--- src/design/fst_pkg.sv ---
package fst_pkg;

  localparam int unsigned ADDR_W = 32;
  localparam int unsigned PORT_W = 16;
  localparam int unsigned TIME_W = 32;
  localparam int unsigned EXP_W = 16;
  localparam int unsigned PER_W = 16;
  localparam int unsigned THR_W = 8;
  localparam int unsigned SLOT_W = 8;
  localparam int unsigned CNT_OUT_W = 9;
  localparam int unsigned CFG_W = 16;
  localparam int unsigned CFG_IDX_W = 2;

  localparam logic [CFG_IDX_W-1:0] REG_EXPIRY = 2'd0;
  localparam logic [CFG_IDX_W-1:0] REG_PERIOD = 2'd1;
  localparam logic [CFG_IDX_W-1:0] REG_THRESH = 2'd2;

  localparam logic [EXP_W-1:0] EXPIRY_RESET = 16'd60;
  localparam logic [PER_W-1:0] PERIOD_RESET = 16'd10;
  localparam logic [THR_W-1:0] THRESH_RESET = 8'd200;

  localparam logic KIND_PACKET = 1'b0;
  localparam logic KIND_MAINT = 1'b1;

  // One table entry as it sits in the session memory.
  typedef struct packed {
    logic              valid;
    logic [ADDR_W-1:0] addr;
    logic [PORT_W-1:0] sport;
    logic [PORT_W-1:0] dport;
    logic [TIME_W-1:0] last;
  } entry_t;

  // Status of the remainder unit back to the sequencer.
  typedef struct packed {
    logic done;
    logic zero;
  } rem_status_t;

endpackage

--- src/design/fst_rem.sv ---
module fst_rem (
  input  logic                       clk,
  input  logic                       rst,
  input  logic                       start,
  input  logic [fst_pkg::TIME_W-1:0] dividend,
  input  logic [fst_pkg::PER_W-1:0]  divisor,
  output fst_pkg::rem_status_t       status
);

  localparam int unsigned CW = $clog2(fst_pkg::TIME_W + 1);

  logic [fst_pkg::TIME_W-1:0] dvd;
  logic [fst_pkg::PER_W-1:0]  rem;
  logic [CW-1:0]              cnt;
  logic                       busy;
  logic                       done;
  logic [fst_pkg::PER_W:0]    trial;
  logic [fst_pkg::PER_W:0]    diff;
  logic                       take;

  // Restoring remainder, one dividend bit per cycle, most significant first.
  always_comb begin
    trial = {rem, dvd[fst_pkg::TIME_W-1]};
    take  = trial >= {1'b0, divisor};
    diff  = trial - {1'b0, divisor};
  end

  always_ff @(posedge clk) begin
    if (rst) begin
      busy <= 1'b0;
      done <= 1'b0;
      cnt  <= '0;
    end else begin
      done <= 1'b0;
      if (start) begin
        busy <= 1'b1;
        cnt  <= '0;
      end else if (busy) begin
        cnt <= cnt + 1'b1;
        if (cnt == CW'(fst_pkg::TIME_W - 1)) begin
          busy <= 1'b0;
          done <= 1'b1;
        end
      end
    end
  end

  always_ff @(posedge clk) begin
    if (start) begin
      dvd <= dividend;
      rem <= '0;
    end else if (busy) begin
      dvd <= {dvd[fst_pkg::TIME_W-2:0], 1'b0};
      rem <= take ? diff[fst_pkg::PER_W-1:0] : trial[fst_pkg::PER_W-1:0];
    end
  end

  assign status.done = done;
  assign status.zero = (rem == '0);

endmodule

--- config.mk ---
export PLATFORM = sky130hd
export DESIGN_NAME = fst_rem
export DESIGN_NICKNAME = d
export VERILOG_FILES = /design/src/design/fst_pkg.sv /design/src/design/fst_rem.sv
export SDC_FILE = /design/constraint.sdc
export NUM_CORES = 1
export LEC_CHECK = 0
export BUFFER_PORTS_ARGS = -buffer_cell sky130_fd_sc_hd__buf_2
export CORE_ASPECT_RATIO = 1.2
export CORE_UTILIZATION = 29
export CTS_CLUSTER_SIZE = 14
export DETAILED_ROUTE_END_ITERATION = 10
export GPL_TIMING_DRIVEN = 0
export PLACE_DENSITY = 0.59
export SLEW_MARGIN = 5
export SYNTH_ARGS = -nofsm -noshare
export SYNTH_HDL_FRONTEND = slang
export SYNTH_SLANG_ARGS = --single-unit
--- constraint.sdc ---
create_clock -name clk -period 7.7 [get_ports clk]
set_input_delay 1.54 -clock clk [delete_from_list [all_inputs] [get_ports clk]]
set_output_delay 1.54 -clock clk [all_outputs]
set_load 0.01 [all_outputs]
==> results.yml <==
synth:
  yosysUniqueCellTypes: 51
  yosysWarnings: 0
  synth-edff-count: 32
  ys.flop_type: "edfxtp_1"
  synth_seq_area_share_pct: 44.07
  syn_avg_cell_area_sq_um: 10.72
  syn-num-nets: 374
  syn_area_sq_mm: 0.003271
  ys_ff_latch: 56
  synth-async-reset-ratio_pct: 0
  synth_cells: 305
timing:
  hold_violations: 0
  max_slew.worst_pin.slew_ps: 1179
  fin_skew_ps: 7.167
  slew_headroom_pct: 21.33
  min_period_ps: 3774
  final-setup-viol-count: 0
  slew_viol_final: 0
  fmax_mhz: 265.0
  tns_ps: 0
  post-route-period-util_pct: 49.01
  rsz0062_at_grt: "false"
clock_network:
  clockRootBuffer: "clkbuf_16"
  cts_hold_buf: 0
  clk_pin_slew_ps: 70
  cts_made_buffers: 5
  clock-sinks: 56
  cts.path.max_buffers: 2
  clk_latency_ps: 300
  cts_tree: "built"
  htree_levels: 2
  cts_setup_buffers: 0
  cts_resized: 0
critical_path:
  crit_type: "primary input to flop"
  worst_ep_required_time_ps: 7910
  crit_fanout: 10
  worstPathArrival_ps: 3980
  critPathCaptureType: "flop"
  startpoint_type: "primary input"
die:
  die_h_um: 118.3
  die-area_sq_mm: 0.01171
  rows: 42
  die_w_um: 98.95
  start_util_pct: 29.78
  core-area_sq_mm: 0.01098
  ioPinCount: 53
hold_path:
  hp-class: "flop to flop"
global_route:
  grt_max_degree: 33
  track_usage_pct: 12.21
  antenna_found_initial: 0
  grt_overflow_total: 0
  grt_pass1_wl_um: 11560
  grt_pass1_vias: 2468
finish:
  multi_input_area_sq_mm: 0.001675
  area_delta_synth_final_pct: 17.44
  final_nets: 432
  seqCellArea_sq_mm: 0.001441
  n_fill_cell: 1110
  antenna_cells: 0
  drive_above_1_share_pct: 28.02
placed_design:
  place.gp.congestion: 0.8082
  dp_hpwl_um: 5135
  portBuffers: 51
power_and_ir_drop:
  irDropWorstVdd_mv: 0.1207
  leakagePower_nw: 1.597
  power-per-cell-area_mw_per_mm2: 198.0
  p_total_mw: 0.7606
routing:
  finalWirelength_um: 6788
  drc: 0
  vias_per_cell: 4.901
  drtIter0Drc: 94
  dr.pass1.iters: 4
  wl_per_cell_um: 13.69
  drtAntennaViolNets: 0
  vias: 2431
flow_run:
  cap_violations: 0
outcome:
  status: "finished clean"
-- placed cells by master, fill, tap and decap left out, drive strengths merged, types with 2 or more instances in the layout --
cell,instances
o21bai,2
or2,2
nand4b,3
nand4,5
mux2i,12
a21o,2
nor4,4
nand3,4
buf,57
a211oi,13
xor2,5
and4,3
or3,2
dfxtp,24
mux2,32
nor2,26
edfxtp,32
nand2,16
inv,25
nor2b,2
a21oi,19
ha,17
o211ai,7
o21ai,6
clkbuf,13
xnor2,10
and2,5
-- where the power goes --
part / internal, mW / switching (mW) / total [mW]
clock network: 0.123 / 0.111 / 0.234
registers: 0.346 / 0.0137 / 0.360
logic: 0.0784 / 0.0884 / 0.167
total: 0.548 / 0.213 / 0.761
-- worst max-delay path: stages --
cell and delay (ps):
buf_2 80, inv_1 60, ha_1 290, nor2b_2 190, o211ai_2 150, a2111oi_4 380, o211ai_2 200, o41a_1 360
buf_6 160, buf_4 190, mux2i_1 130, a211oi_1 230
-- metal layers --
layer / global-route usage (%) / routed length (um)
met1: 16.02 / 3212
met2: 20.19 / 3212
met3: 2.839 / 297
met4: 2.985 / 65
met5: 0 / 0
-- registers in the layout (all words and copies together) (netlist names) --
| register | count |
|---|---|
| busy | 1 |
| cnt | 6 |
| rem | 16 |
| dvd | 32 |
| done | 1 |
-- Yosys cell counts (all sizes together) (3+ instances only) --
library cell | instances | share of area [%]
clkbuf | 8 | 0.92
nor2 | 26 | 3.0
a21oi | 19 | 3.0
a211oi | 13 | 3.1
mux2 | 32 | 11
edfxtp | 32 | 29
nand4b | 3 | 0.80
nand2 | 16 | 1.8
buf | 6 | 1.1
nand3 | 4 | 0.61
xor2 | 5 | 1.3
xnor2 | 10 | 2.7
nand4 | 5 | 0.96
and2 | 5 | 0.96
and4 | 3 | 0.80
dfxtp | 24 | 15
ha | 17 | 6.5
o21ai | 6 | 0.92
o211ai | 7 | 1.9
inv | 23 | 2.6
mux2i | 12 | 3.7
nor4 | 4 | 0.76
-- logic make-up after synthesis --
group / synth area share (%)
flops: 44.07
mux: 14.80
xor+xnor: 4.017
fa+ha+maj: 7.115
compound gates: 13.77
simple gates: 11.52
buf+inv: 4.705
-- final cells by class --
cell class                      instances  area share [%]
Buffer                                 14           1.759
Tap cell                              132           4.300
Inverter                               23           2.248
Sequential cell                        56           37.52
Clock buffer                            5           3.257
Clock inverter                          3          0.6515
Timing Repair Buffer                   51           6.645
Multi-Input combinational cell        212           43.62
-- stage by stage --
stage          hold slack [ps]  setup slack (ps)  util [%]  instances  instance area [sq um]
4_1_cts                  501.0              3940     34.97        496                   3841
3_3_place_gp             466.1              3689     33.61        488                   3691
6_report                 496.5              3926     34.97        496                   3841
5_1_grt                  539.4              3724     34.97        496                   3841
2_1_floorplan            453.8              4001         -        305                   3271
3_5_place_dp             486.8              3646     33.61        488                   3691
-- final timing paths --
check	startpoint	to	slack (ps)	cells after the start
worst max register to register	rem[0]$_SDFFE_PP0P_	rem[6]$_SDFFE_PP0P_	4940	10
worst max-delay path	divisor[1]	rem[6]$_SDFFE_PP0P_	3930	12
worst min-delay path	cnt[5]$_SDFFE_PP0P_	cnt[5]$_SDFFE_PP0P_	500	2
worst min register to register	cnt[5]$_SDFFE_PP0P_	cnt[5]$_SDFFE_PP0P_	500	2
No activity file was read; power rests on OpenSTA's default activity.
